`src/rtl/winner_tree_k_way_merge_defines.svh`:
```
// Assertion helpers for the merge block.
// Each check is clocked on i_clk and masked while i_rst_n is low.
`ifndef WINNER_TREE_K_WAY_MERGE_DEFINES_SVH
`define WINNER_TREE_K_WAY_MERGE_DEFINES_SVH

// Consequent holds in the same cycle as the antecedent.
`define WTKM_HOLDS(lbl, ante, cons, msg) \
    lbl: assert property (@(posedge i_clk) disable iff (!i_rst_n) (ante) |-> (cons)) \
        else $error(msg);

// Consequent holds in the cycle after the antecedent.
`define WTKM_NEXT(lbl, ante, cons, msg) \
    lbl: assert property (@(posedge i_clk) disable iff (!i_rst_n) (ante) |=> (cons)) \
        else $error(msg);

`endif

```
`src/rtl/wtkm_pkg.sv`:
```
package wtkm_pkg;

    // Per-leaf state of the tournament
    typedef enum logic [1:0] {
        LEAF_AWAIT = 2'd0,
        LEAF_FULL  = 2'd1,
        LEAF_DONE  = 2'd2
    } t_leaf_st;

    // Control sequencer, one-hot
    typedef enum logic [2:0] {
        ST_IDLE = 3'b001,
        ST_WALK = 3'b010,
        ST_EMIT = 3'b100
    } t_state;

    // Stream field widths and tuser bit positions
    localparam int IDX_BITS  = 3;
    localparam int DATA_BITS = 32;
    localparam int IN_USER_BITS  = 4;
    localparam int OUT_USER_BITS = 5;
    localparam int IN_DONE_BIT   = 3;
    localparam int OUT_DONE_BIT  = 3;
    localparam int OUT_ERR_BIT   = 4;

endpackage

```
`src/rtl/wtkm_ram.sv`:
```
module wtkm_ram #(
    parameter int WIDTH = 8,
    parameter int DEPTH = 16
) (
    input  logic                     i_clk,
    input  logic                     i_we,
    input  logic [$clog2(DEPTH)-1:0] i_waddr,
    input  logic [WIDTH-1:0]         i_wdata,
    input  logic [$clog2(DEPTH)-1:0] i_raddr,
    output logic [WIDTH-1:0]         o_rdata
);

    logic [WIDTH-1:0] r_mem [DEPTH];
    logic [WIDTH-1:0] r_rdata;

    // One write port, one registered read port
    always_ff @(posedge i_clk) begin
        if (i_we) begin
            r_mem[i_waddr] <= i_wdata;
        end
        r_rdata <= r_mem[i_raddr];
    end

    assign o_rdata = r_rdata;

endmodule

```
`src/rtl/wtkm_play.sv`:
```
module wtkm_play
    import wtkm_pkg::*;
#(
    parameter int LW = 3,
    parameter int KB = 32
) (
    input  logic [LW-1:0] i_a_idx,
    input  logic [KB-1:0] i_a_key,
    input  t_leaf_st      i_a_st,
    input  logic          i_a_real,
    input  logic [LW-1:0] i_b_idx,
    input  logic [KB-1:0] i_b_key,
    input  t_leaf_st      i_b_st,
    input  logic          i_b_real,
    output logic [LW-1:0] o_idx,
    output logic [KB-1:0] o_key
);

    logic w_a_ok;
    logic w_b_ok;
    logic w_take_b;

    // A contestant counts only if it covers real leaves and its leaf holds a key
    assign w_a_ok = i_a_real && (i_a_st == LEAF_FULL);
    assign w_b_ok = i_b_real && (i_b_st == LEAF_FULL);

    // Left side (a) wins ties
    always_comb begin
        priority if (!w_b_ok) begin
            w_take_b = 1'b0;
        end else if (!w_a_ok) begin
            w_take_b = 1'b1;
        end else begin
            w_take_b = ($signed(i_b_key) < $signed(i_a_key));
        end
    end

    assign o_idx = w_take_b ? i_b_idx : i_a_idx;
    assign o_key = w_take_b ? i_b_key : i_a_key;

endmodule

```
`src/rtl/winner_tree_k_way_merge.sv`:
```
// Key item: accepted in ST_IDLE, then one ST_WALK match per tree level (log2 WAYS, padded);
// at the root the result enters the output register if it is free, else waits in ST_EMIT,
// and none is emitted while any leaf awaits a key. Rejected and all-exhausted items: accept, then ST_EMIT load.
// The walk is bound by one read of the tree memory per level (registered read port).
// i_rst_n (synchronous, active low) clears the sequencer, output valid and leaf states
// to awaiting; the tree memory is not cleared, every entry is rewritten before it matters.
module winner_tree_k_way_merge
    import wtkm_pkg::*;
#(
    parameter int WAYS     = 8,
    parameter int KEY_BITS = 32
) (
    input  logic                     i_clk,
    input  logic                     i_rst_n,
    input  logic                     s_axis_tvalid,
    output logic                     s_axis_tready,
    input  logic [DATA_BITS-1:0]     s_axis_tdata,   // [31:0] record_key
    input  logic [IN_USER_BITS-1:0]  s_axis_tuser,   // [2:0] source_index, [3] source_done
    output logic                     m_axis_tvalid,
    input  logic                     m_axis_tready,
    output logic [DATA_BITS-1:0]     m_axis_tdata,   // [31:0] winner_key
    output logic [OUT_USER_BITS-1:0] m_axis_tuser    // [2:0] winner_source, [3] merge_done,
                                                     // [4] protocol_error
);

`include "winner_tree_k_way_merge_defines.svh"

    localparam int LW  = $clog2(WAYS);
    localparam int P   = 1 << LW;
    localparam int AW  = LW + 1;
    localparam int KB  = (KEY_BITS < DATA_BITS) ? KEY_BITS : DATA_BITS;
    localparam int EW  = LW + KB;
    localparam int LVW = (LW > 1) ? $clog2(LW) : 1;

    t_state              r_state, n_state;
    t_leaf_st            r_status [WAYS];
    t_leaf_st            n_status [WAYS];
    t_leaf_st            w_st_upd [WAYS];
    logic [AW-1:0]       r_node, n_node;
    logic [LVW-1:0]      r_lvl, n_lvl;
    logic [LW-1:0]       r_cidx, n_cidx;
    logic [KB-1:0]       r_ckey, n_ckey;
    logic                r_emit, n_emit;
    logic [KB-1:0]       r_pend_key, n_pend_key;
    logic [LW-1:0]       r_pend_src, n_pend_src;
    logic                r_pend_done, n_pend_done;
    logic                r_pend_err, n_pend_err;
    logic                r_out_valid, n_out_valid;
    logic [DATA_BITS-1:0]     r_out_key, n_out_key;
    logic [OUT_USER_BITS-1:0] r_out_user, n_out_user;

    logic                ram_we;
    logic [AW-1:0]       ram_waddr;
    logic [EW-1:0]       ram_wdata;
    logic [AW-1:0]       ram_raddr;
    logic [EW-1:0]       ram_rdata;

    logic [IDX_BITS-1:0] w_in_idx;
    logic                w_in_done;
    logic [KB-1:0]       w_in_key;
    logic [LW-1:0]       w_leaf;
    logic                w_in_range;
    t_leaf_st            w_leaf_st;
    logic                w_bad;
    logic                w_in_acc;
    logic                w_any_wait;
    logic                w_all_done;
    logic                w_out_free;

    logic [AW-1:0]       w_sib;
    logic [AW-1:0]       w_sib_first;
    logic                w_sib_real;
    logic [LW-1:0]       w_sib_idx;
    logic [KB-1:0]       w_sib_key;
    t_leaf_st            w_sib_st;
    t_leaf_st            w_c_st;
    logic [AW-1:0]       w_parent;
    logic                w_at_root;
    logic [LW-1:0]       w_a_idx, w_b_idx;
    logic [KB-1:0]       w_a_key, w_b_key;
    t_leaf_st            w_a_st, w_b_st;
    logic                w_a_real, w_b_real;
    logic [LW-1:0]       w_win_idx;
    logic [KB-1:0]       w_win_key;

    // Tree memory: entry n holds {winning leaf, its key}; leaves sit at P + leaf
    wtkm_ram #(
        .WIDTH(EW),
        .DEPTH(2 * P)
    ) u_tree (
        .i_clk  (i_clk),
        .i_we   (ram_we),
        .i_waddr(ram_waddr),
        .i_wdata(ram_wdata),
        .i_raddr(ram_raddr),
        .o_rdata(ram_rdata)
    );

    // Decode the incoming item
    assign w_in_idx   = s_axis_tuser[IDX_BITS-1:0];
    assign w_in_done  = s_axis_tuser[IN_DONE_BIT];
    assign w_in_key   = s_axis_tdata[KB-1:0];
    assign w_leaf     = LW'(w_in_idx);
    assign w_in_range = (int'(w_in_idx) < WAYS);
    assign w_leaf_st  = w_in_range ? r_status[w_leaf] : LEAF_DONE;
    assign w_bad      = (w_leaf_st != LEAF_AWAIT);
    assign s_axis_tready = (r_state == ST_IDLE);
    assign w_in_acc   = s_axis_tvalid && s_axis_tready;

    // Leaf states after this item, and what they say about the merge
    always_comb begin
        w_st_upd = r_status;
        if (!w_bad) begin
            w_st_upd[w_leaf] = w_in_done ? LEAF_DONE : LEAF_FULL;
        end
        w_any_wait = 1'b0;
        w_all_done = 1'b1;
        for (int i = 0; i < WAYS; i++) begin
            if (w_st_upd[i] == LEAF_AWAIT) begin
                w_any_wait = 1'b1;
            end
            if (w_st_upd[i] != LEAF_DONE) begin
                w_all_done = 1'b0;
            end
        end
    end

    // One match per level: the carried winner against the sibling entry just read
    assign {w_sib_idx, w_sib_key} = ram_rdata;
    assign w_sib       = r_node ^ AW'(1);
    assign w_sib_first = w_sib << r_lvl;
    assign w_sib_real  = ({1'b0, w_sib_first} < (AW + 1)'(P + WAYS));
    assign w_sib_st    = (int'(w_sib_idx) < WAYS) ? r_status[w_sib_idx] : LEAF_AWAIT;
    assign w_c_st      = (int'(r_cidx) < WAYS) ? r_status[r_cidx] : LEAF_AWAIT;
    assign w_parent    = r_node >> 1;
    assign w_at_root   = (w_parent == AW'(1));

    always_comb begin
        if (r_node[0]) begin
            w_a_idx  = w_sib_idx;
            w_a_key  = w_sib_key;
            w_a_st   = w_sib_st;
            w_a_real = w_sib_real;
            w_b_idx  = r_cidx;
            w_b_key  = r_ckey;
            w_b_st   = w_c_st;
            w_b_real = 1'b1;
        end else begin
            w_a_idx  = r_cidx;
            w_a_key  = r_ckey;
            w_a_st   = w_c_st;
            w_a_real = 1'b1;
            w_b_idx  = w_sib_idx;
            w_b_key  = w_sib_key;
            w_b_st   = w_sib_st;
            w_b_real = w_sib_real;
        end
    end

    wtkm_play #(
        .LW(LW),
        .KB(KB)
    ) u_play (
        .i_a_idx (w_a_idx),
        .i_a_key (w_a_key),
        .i_a_st  (w_a_st),
        .i_a_real(w_a_real),
        .i_b_idx (w_b_idx),
        .i_b_key (w_b_key),
        .i_b_st  (w_b_st),
        .i_b_real(w_b_real),
        .o_idx   (w_win_idx),
        .o_key   (w_win_key)
    );

    assign w_out_free = !r_out_valid || m_axis_tready;

    // Sequencer: accept, walk leaf to root, hand the result to the output register
    always_comb begin
        n_state     = r_state;
        n_status    = r_status;
        n_node      = r_node;
        n_lvl       = r_lvl;
        n_cidx      = r_cidx;
        n_ckey      = r_ckey;
        n_emit      = r_emit;
        n_pend_key  = r_pend_key;
        n_pend_src  = r_pend_src;
        n_pend_done = r_pend_done;
        n_pend_err  = r_pend_err;
        n_out_valid = r_out_valid && !m_axis_tready;
        n_out_key   = r_out_key;
        n_out_user  = r_out_user;
        ram_we      = 1'b0;
        ram_waddr   = w_parent;
        ram_wdata   = {w_win_idx, w_win_key};
        ram_raddr   = w_parent ^ AW'(1);

        unique case (r_state)
            ST_IDLE: begin
                if (s_axis_tvalid) begin
                    priority if (w_bad) begin
                        // drop the item, report it
                        n_pend_key  = '0;
                        n_pend_src  = '0;
                        n_pend_done = 1'b0;
                        n_pend_err  = 1'b1;
                        n_state     = ST_EMIT;
                    end else if (w_all_done) begin
                        // every stream exhausted: rearm all leaves
                        for (int i = 0; i < WAYS; i++) begin
                            n_status[i] = LEAF_AWAIT;
                        end
                        n_pend_key  = '0;
                        n_pend_src  = '0;
                        n_pend_done = 1'b1;
                        n_pend_err  = 1'b0;
                        n_state     = ST_EMIT;
                    end else begin
                        // store the leaf, fetch its sibling, start the walk
                        n_status  = w_st_upd;
                        ram_we    = 1'b1;
                        ram_waddr = {1'b1, w_leaf};
                        ram_wdata = {w_leaf, w_in_key};
                        ram_raddr = {1'b1, w_leaf ^ LW'(1)};
                        n_node    = {1'b1, w_leaf};
                        n_lvl     = '0;
                        n_cidx    = w_leaf;
                        n_ckey    = w_in_key;
                        n_emit    = !w_any_wait;
                        n_state   = ST_WALK;
                    end
                end
            end
            ST_WALK: begin
                // write the parent, move up, fetch the next sibling
                ram_we = 1'b1;
                n_cidx = w_win_idx;
                n_ckey = w_win_key;
                n_node = w_parent;
                n_lvl  = r_lvl + LVW'(1);
                if (w_at_root) begin
                    if (!r_emit) begin
                        n_state = ST_IDLE;
                    end else begin
                        n_status[w_win_idx] = LEAF_AWAIT;
                        n_pend_key  = w_win_key;
                        n_pend_src  = w_win_idx;
                        n_pend_done = 1'b0;
                        n_pend_err  = 1'b0;
                        if (w_out_free) begin
                            n_out_valid = 1'b1;
                            n_out_key   = DATA_BITS'($signed(w_win_key));
                            n_out_user  = {1'b0, 1'b0, IDX_BITS'(w_win_idx)};
                            n_state     = ST_IDLE;
                        end else begin
                            n_state = ST_EMIT;
                        end
                    end
                end
            end
            ST_EMIT: begin
                // hold the result until the output register is free
                if (w_out_free) begin
                    n_out_valid = 1'b1;
                    n_out_key   = DATA_BITS'($signed(r_pend_key));
                    n_out_user  = {r_pend_err, r_pend_done, IDX_BITS'(r_pend_src)};
                    n_state     = ST_IDLE;
                end
            end
            default: begin
                n_state = ST_IDLE;
            end
        endcase
    end

    // Control registers
    always_ff @(posedge i_clk) begin
        if (!i_rst_n) begin
            r_state     <= ST_IDLE;
            r_out_valid <= 1'b0;
            for (int i = 0; i < WAYS; i++) begin
                r_status[i] <= LEAF_AWAIT;
            end
        end else begin
            r_state     <= n_state;
            r_out_valid <= n_out_valid;
            r_status    <= n_status;
        end
    end

    // Payload registers
    always_ff @(posedge i_clk) begin
        r_node      <= n_node;
        r_lvl       <= n_lvl;
        r_cidx      <= n_cidx;
        r_ckey      <= n_ckey;
        r_emit      <= n_emit;
        r_pend_key  <= n_pend_key;
        r_pend_src  <= n_pend_src;
        r_pend_done <= n_pend_done;
        r_pend_err  <= n_pend_err;
        r_out_key   <= n_out_key;
        r_out_user  <= n_out_user;
    end

    assign m_axis_tvalid = r_out_valid;
    assign m_axis_tdata  = r_out_key;
    assign m_axis_tuser  = r_out_user;

    // The walk pointer always sits at the depth that matches its level count
    `WTKM_HOLDS(a_walk_depth, r_state == ST_WALK, (r_node >> (LW - int'(r_lvl))) == AW'(1), "walk node and level disagree")

    // A rejected item goes straight to reporting
    `WTKM_NEXT(a_bad_reported, w_in_acc && w_bad, (r_state == ST_EMIT) && r_pend_err, "rejected item not reported")

    // The emitted winner leaf waits for its refill
    `WTKM_NEXT(a_winner_rearmed, (r_state == ST_WALK) && w_at_root && r_emit, r_status[$past(w_win_idx)] == LEAF_AWAIT, "winner leaf not rearmed")

endmodule
```
`config.mk`:
```
export PLATFORM = sky130hd
export DESIGN_NAME = winner_tree_k_way_merge
export DESIGN_NICKNAME = d
export VERILOG_FILES = /design/src/rtl/wtkm_pkg.sv /design/src/rtl/wtkm_ram.sv /design/src/rtl/wtkm_play.sv /design/src/rtl/winner_tree_k_way_merge.sv
export VERILOG_INCLUDE_DIRS = /design/src /design/src/rtl
export SDC_FILE = /design/constraint.sdc
export NUM_CORES = 1
export LEC_CHECK = 0
export ABC_AREA = 1
export BUFFER_PORTS_ARGS = -buffer_cell sky130_fd_sc_hd__buf_4
export CAP_MARGIN = 20
export CORE_MARGIN = 2
export CORE_UTILIZATION = 45
export CTS_BUF_LIST = sky130_fd_sc_hd__clkbuf_4 sky130_fd_sc_hd__clkbuf_8
export DETAILED_ROUTE_END_ITERATION = 6
export GPL_TIMING_DRIVEN = 0
export SLEW_MARGIN = 20
export SYNTH_ARGS = -nofsm -noshare
export SYNTH_HDL_FRONTEND = slang
export SYNTH_SLANG_ARGS = --single-unit
```
`constraint.sdc`:
```
create_clock -name i_clk -period 11.5 [get_ports i_clk]
set_input_delay 1.725 -clock i_clk [delete_from_list [all_inputs] [get_ports i_clk]]
set_output_delay 1.725 -clock i_clk [all_outputs]
set_load 0.05 [all_outputs]
```
# == Yosys cells after proc, flatten, opt, wreduce, memory -nomap -nowiden ==
# Memory sizes are Yosys's and may differ from the RTL's. A register that Yosys moved wholly into a read port is not among the register bits.
# Index checks and enable logic that the tools add are counted.
# classes
order_cmp,7
n_mux,122
reduce_logical,24
bitwise_logic,10
eq_ne,22
# op_table
operator,n
two-way mux 32 bit,15
one-hot mux 32 bit (2 select lines),3
two-way mux 35 bit,4
two-way mux 16 bit,6
two-way mux 3 bit,18
two-way mux 4 bit,11
two-way mux 1 bit,34
less-than comparator 32 bit,1
one-hot mux 16 bit (2 select lines),1
"inequality test 2 bit, second input constant",15
two-way mux 2 bit,11
two-way mux 5 bit,4
binary-select mux 2 bit (select 3 bit),3
bitwise AND 16 bit,1
bitwise mux 16 bit,1
">= comparator 4 bit, second input constant",4
zero test 2 bit,8
NOT 16 bit,1
NOT 3 -> 4 bit,4
AND reduction 5 bit,3
demux 2 bit (select 3 bit),2
one-hot mux 3 bit (2 select lines),2
one-hot mux 5 bit (2 select lines),1
one-hot mux 3 bit (3 select lines),1
15 further kinds,31
# word_totals
ramBits,560
n_memories,1
word_cells,206
regBits,134
in_bits,40
out_inout_bits,39
# memory_table
memory,depth,word_bits,read_ports,rd_ports_with_merged_regs,write_ports,line,source
u_tree.r_mem,16,35,1,1,1,wtkm_ram.sv:13,logic [WIDTH-1:0] r_mem [DEPTH];

# == Logic depth before layout (Yosys ltp) ==
# depth
ltp_word,22
depth_mapped,27
mapped_depth_nobuf,25

# == By module ==
# A second synthesis with hierarchy kept.
# unflattened
hier_cells,3646
area_unflattened_um2,33958.8
# by_module_without_submodules
module,cells_per_inst,area_each_um2,n_inst
wtkm_ram,2315,24606.1,1
winner_tree_k_way_merge,1072,7972.6,1
wtkm_play,259,1380.1,1

# == Least setup slack after synthesis ==
# Ideal clock, no wire load.
# synth_timing
kind,in2reg
startpoint,in s_axis_tuser[0]
endpoint,mem u_tree.r_mem[2][0] (netlist name) (enable)
path_stages,21
arrival_ps,6204
setup_ps,471
path_buffers,6
slack_ps,4825
cell_sequence,buf_2 -> buf_6 -> nand3_1 -> nand2_1 -> nor2_1 -> nand3_2 -> buf_6 -> nand2_1 -> nand2_1 -> nor2_1 -> nand2_1 -> nor2_1 -> nand2_1 -> nand3_1 -> buf_4 -> nand2_2 -> o21ai_4 -> buf_4 -> buf_4 -> nand2_1 -> nor3_1
# synth_via
elab_chain_cells,22
# synth_lines
element,line,source
start: declaration,winner_tree_k_way_merge.sv:18,"input logic [IN_USER_BITS-1:0] s_axis_tuser,"
NOT 3 -> 4 bit,"winner_tree_k_way_merge.sv:105, winner_tree_k_way_merge.sv:114",
>= comparator 4 bit (not written as such) / less-than comparator 4 x 1 -> 1 bit (equally long branches),winner_tree_k_way_merge.sv:114,w_st_upd[w_leaf] = w_in_done ? LEAF_DONE : LEAF_FULL;
logical AND 1 bit (not written as such),winner_tree_k_way_merge.sv:114,
two-way mux 2 bit,winner_tree_k_way_merge.sv:114,
demux 2 bit (select 3 bit),winner_tree_k_way_merge.sv:114,
bitwise mux 16 bit,winner_tree_k_way_merge.sv:114,
two-way mux 16 bit,winner_tree_k_way_merge.sv:113,if (!w_bad) begin
inequality test 2 bit,winner_tree_k_way_merge.sv:122,if (w_st_upd[i] != LEAF_DONE) begin
two-way mux 1 bit (8 in series),winner_tree_k_way_merge.sv:122,
two-way mux 1 bit,winner_tree_k_way_merge.sv:209,end else if (w_all_done) begin
two-way mux 1 bit,winner_tree_k_way_merge.sv:202,priority if (w_bad) begin
two-way mux 1 bit,winner_tree_k_way_merge.sv:201,if (s_axis_tvalid) begin
one-hot mux 1 bit (2 select lines),winner_tree_k_way_merge.sv:199,unique case (r_state)
two-way mux 1 bit,wtkm_ram.sv:18,if (i_we) begin
two-way mux 1 bit (not written as such),wtkm_ram.sv:19,r_mem[i_waddr] <= i_wdata;
end: declaration,wtkm_ram.sv:13,
# Parallel ways exist; a longest one is shown, timed or not. The select of a mux whose other input is x is not followed.

# == Worst setup path after layout ==
# layout_timing
startpoint,in s_axis_tuser[2]
endpoint,mem u_tree.r_mem[1][6] (netlist name) (enable)
# The elaborated chain is that of the path after synthesis.

==> flow_summary.yaml <==
run_status:
  status: "complete, no violations"
clock_tree:
  clock-sinks: 729
  clock-root-buffer: "clkbuf_8"
  clk_latency_ns: 0.77
  ctsHoldBuffers: 0
  clkTransAtPathRegs_ns: 0.06
  htreeDepth: 3
  cts_resized: 0
  cts_buffers: 119
  cts_tree: "yes"
  clk_path_buf_depth: 3
  postCtsSetupRepairBufs: 0
routing:
  routed_via_density: 5.24
  wl_mm: 99.5
  ant_nets: 0
  drt_iter0_drc: 2792
  wl_per_cell_um: 20.6
  drcViolationCount: 0
  via_count: 25362
  firstDrtPassIters: 6
cells_and_area:
  final_common_cell: "nand2_1"
  area_growth_pct: 16.2
  fin_area_sq_um: 38600
  drive_gt1_share_pct: 13.3
  final_nets: 3840
  layout_common_cells: "nand2_1 (1,527), edfxtp_1 (674), nand3_1 (317), inv_1 (186), o21ai_0 (181)"
global_routing:
  grt_first_pass_wirelength_mm: 148
  grt_max_degree: 38
  antenna_found_initial: 1
  first_global_vias: 24330
  grt_overflow_total: 0
  track_usage_pct: 26.3
sta:
  setup_slack_ns: 5.54
  tns_ns: 0
  tightestPinTransition_ns: 1.07
  rsz0062_at_grt: "no"
  slew_headroom_pct: 28.7
  fin_crit_sh_pct: 51.9
  slew_viol_final: 0
  max_clock_freq_mhz: 168
  finalSetupViolCount: 0
  skew_ns: 0.0501
  finalHoldViolations: 0
  fin_crit_ns: 5.96
floorplan:
  dieArea_sq_um: 75900
  coreArea_sq_um: 73000
  io_pins: 79
  num_rows: 99
  fp.dieH_um: 276
  start_util_pct: 45.5
  fp.dieW_um: 276
yosys:
  yosys.area.top_type: "edfxtp_1"
  ys_seq_area_share_pct: 64.3
  synthTopCellsByArea: "edfxtp_1 (61%), nand2_1 (17%), nand3_1 (4.8%)"
  synthCells: 3495
  yosys.area_share.adder_pct: 1.17
  synth_warnings: 0
  synthMuxAreaShare_pct: 0.0339
  synth_xor_area_share_pct: 0
  ys_ff_latch: 729
  synth_top_area_share_pct: 61.0
  synthSimpleGateAreaFrac_pct: 24.3
  syn-num-nets: 3566
  avgSynthCellArea_sq_um: 9.50
  syn_area_sq_um: 33200
  synth_compound_area_share_pct: 5.01
  synth_cell_types: 34
  synth_top_family_by_area: "simple AND/OR/NAND/NOR gates"
worst_setup_path:
  required_ns: 11.95
  reg2reg_to: "u_tree.r_mem[0][6]$_DFFE_PP_"
  startpoint: "s_axis_tuser[2]"
  start_kind: "input pin"
  crit_arrival_ns: 6.42
  crit_type: "input pin to flip-flop"
  r2r_setup_slack_ns: 5.55
  crit_fanout: 10
  rr_worst_depth: 19
  crit_chain: "buf_4, buf_2, nand4_1, nand2_1, nor2_1, nand3_2, buf_6, nand2_1, nand2_1, nor2_1, nand2_1, nor2_1, nand2_1, nand3_1, nand2_1, nand2_1, buf_2, buf_2, nand2_1, nor3_2, buf_4, buf_4"
  worst_path_largest_cell_delay_ns: 0.72
  worstSetupEndpointType: "flip-flop"
  r2r_start: "r_node[0]$_DFFE_PP_"
  crit_top_cell: "nand2_1"
  crit_end: "u_tree.r_mem[1][6]$_DFFE_PP_"
  critPathSlowestCell: "nor3_2"
placed_design:
  place_area_sq_um: 36000
  place_congestion: 0.905
  place_ws_ns: 4.89
  numPortBuffers: 76
  dp_hpwl_mm: 71.4
power_and_ir_drop:
  p_per_area_nw_per_um2: 311
  p_leak_uw: 0.0162
  vdd_drop_max_mv: 0.156
run:
  max-cap-violations: 0
hold_path:
  hp-class: "flip-flop to flip-flop"
-- stage by stage --
step | utilization [%] | total power [uW] | instances | hold slack (ns)
after global placement | 47.9 | 9220 | 4530 | 0.508
after CTS | 52.9 | 11900 | 4833 | 0.522
after global routing | 52.9 | 12700 | 4834 | 0.547
after detailed placement | 49.4 | 9580 | 4607 | 0.510
final | 52.9 | 12000 | 4836 | 0.519
after floorplan | - | 7350 | 3495 | 0.500
-- power by group --
| group | switching [uW] | internal [uW] | total [uW] |
|---|---|---|---|
| registers | 147 | 4160 | 4310 |
| logic | 3940 | 1380 | 5320 |
| clock network | 1070 | 1290 | 2360 |
-- final cells by class --
cell class | count | area (sq um)
Antenna cell | 3 | 7.51
Buffer | 201 | 988
Clock buffer | 194 | 2290
Clock inverter | 32 | 223
Fill cell | 6622 | 34400
Inverter | 197 | 742
Multi-Input combinational cell | 2368 | 10300
Sequential cell | 729 | 21300
Tap cell | 959 | 1200
Timing Repair Buffer | 153 | 1450
-- cell families after synthesis --
kind of cell    after synthesis
simple gates               2015
flops                       729
buf+inv                     398
compound gates              321
fa+ha+maj                    31
mux                           1
-- worst min path at each step --
stage / end / cells after the start / slack, ns / start
final: m_axis_tdata[20]$_DFFE_PP_ / 2 / 0.52 / r_pend_key[20]$_SDFFCE_PN0P_
after global placement: m_axis_tdata[7]$_DFFE_PP_ / 2 / 0.51 / r_pend_key[7]$_SDFFCE_PN0P_
after CTS: m_axis_tdata[20]$_DFFE_PP_ / 2 / 0.52 / r_pend_key[20]$_SDFFCE_PN0P_
after floorplan: m_axis_tdata[0]$_DFFE_PP_ / 2 / 0.50 / r_pend_key[0]$_SDFFCE_PN0P_
after global routing: m_axis_tdata[2]$_DFFE_PP_ / 2 / 0.55 / r_pend_key[2]$_SDFFCE_PN0P_
after detailed placement: m_axis_tdata[3]$_DFFE_PP_ / 2 / 0.51 / r_pend_key[3]$_SDFFCE_PN0P_
-- critical path: cells and delay by family --
family                 cells  cell delay, ns
AND/OR/NAND/NOR           15            2.76
buffers and inverters      7            1.89
-- metal layers --
| layer | global-route usage [%] | part of all wire, % |
|---|---|---|
| met1 | 35.8 | 42 |
| met2 | 42.2 | 46 |
| met3 | 5.47 | 9.1 |
| met4 | 8.45 | 2.7 |
| met5 | 0 | 0 |
-- synth_stat cells --
| cell type | count |
|---|---|
| o21a_1 | 1 |
| edfxtp_1 | 674 |
| o221ai_1 | 1 |
| inv_2 | 3 |
| o2111ai_1 | 1 |
| a21oi_1 | 86 |
| nor3_1 | 12 |
| nor2_2 | 3 |
| nor4_1 | 2 |
| a31oi_1 | 5 |
| mux2_2 | 1 |
| buf_6 | 11 |
| buf_1 | 9 |
| nand4_1 | 22 |
| o21ai_4 | 1 |
| ha_1 | 31 |
| clkinv_1 | 5 |
| inv_4 | 1 |
| a211oi_1 | 1 |
| nand3_1 | 317 |
| o311ai_0 | 6 |
| o211ai_1 | 2 |
| nand2_1 | 1527 |
| o21ai_0 | 216 |
| buf_2 | 73 |
| inv_1 | 188 |
| buf_4 | 16 |
| nand3_2 | 1 |
| o21ai_1 | 1 |
| dfxtp_1 | 55 |
| nor2_1 | 129 |
| clkbuf_1 | 92 |
| or2_2 | 1 |
| nand2_2 | 1 |
-- registers in the layout, indices dropped and copies added, names as in the netlist --
name and cells:
m_axis_tdata 32, m_axis_tuser 5, m_axis_tvalid 1, r_cidx 3, r_ckey 32, r_emit 1
r_node 4, r_pend_done 1, r_pend_err 1, r_pend_key 32, r_pend_src 3, r_state 3
r_status 16, u_tree.o_rdata 35, u_tree.r_mem 560
Power figures use the tool's default switching activity.
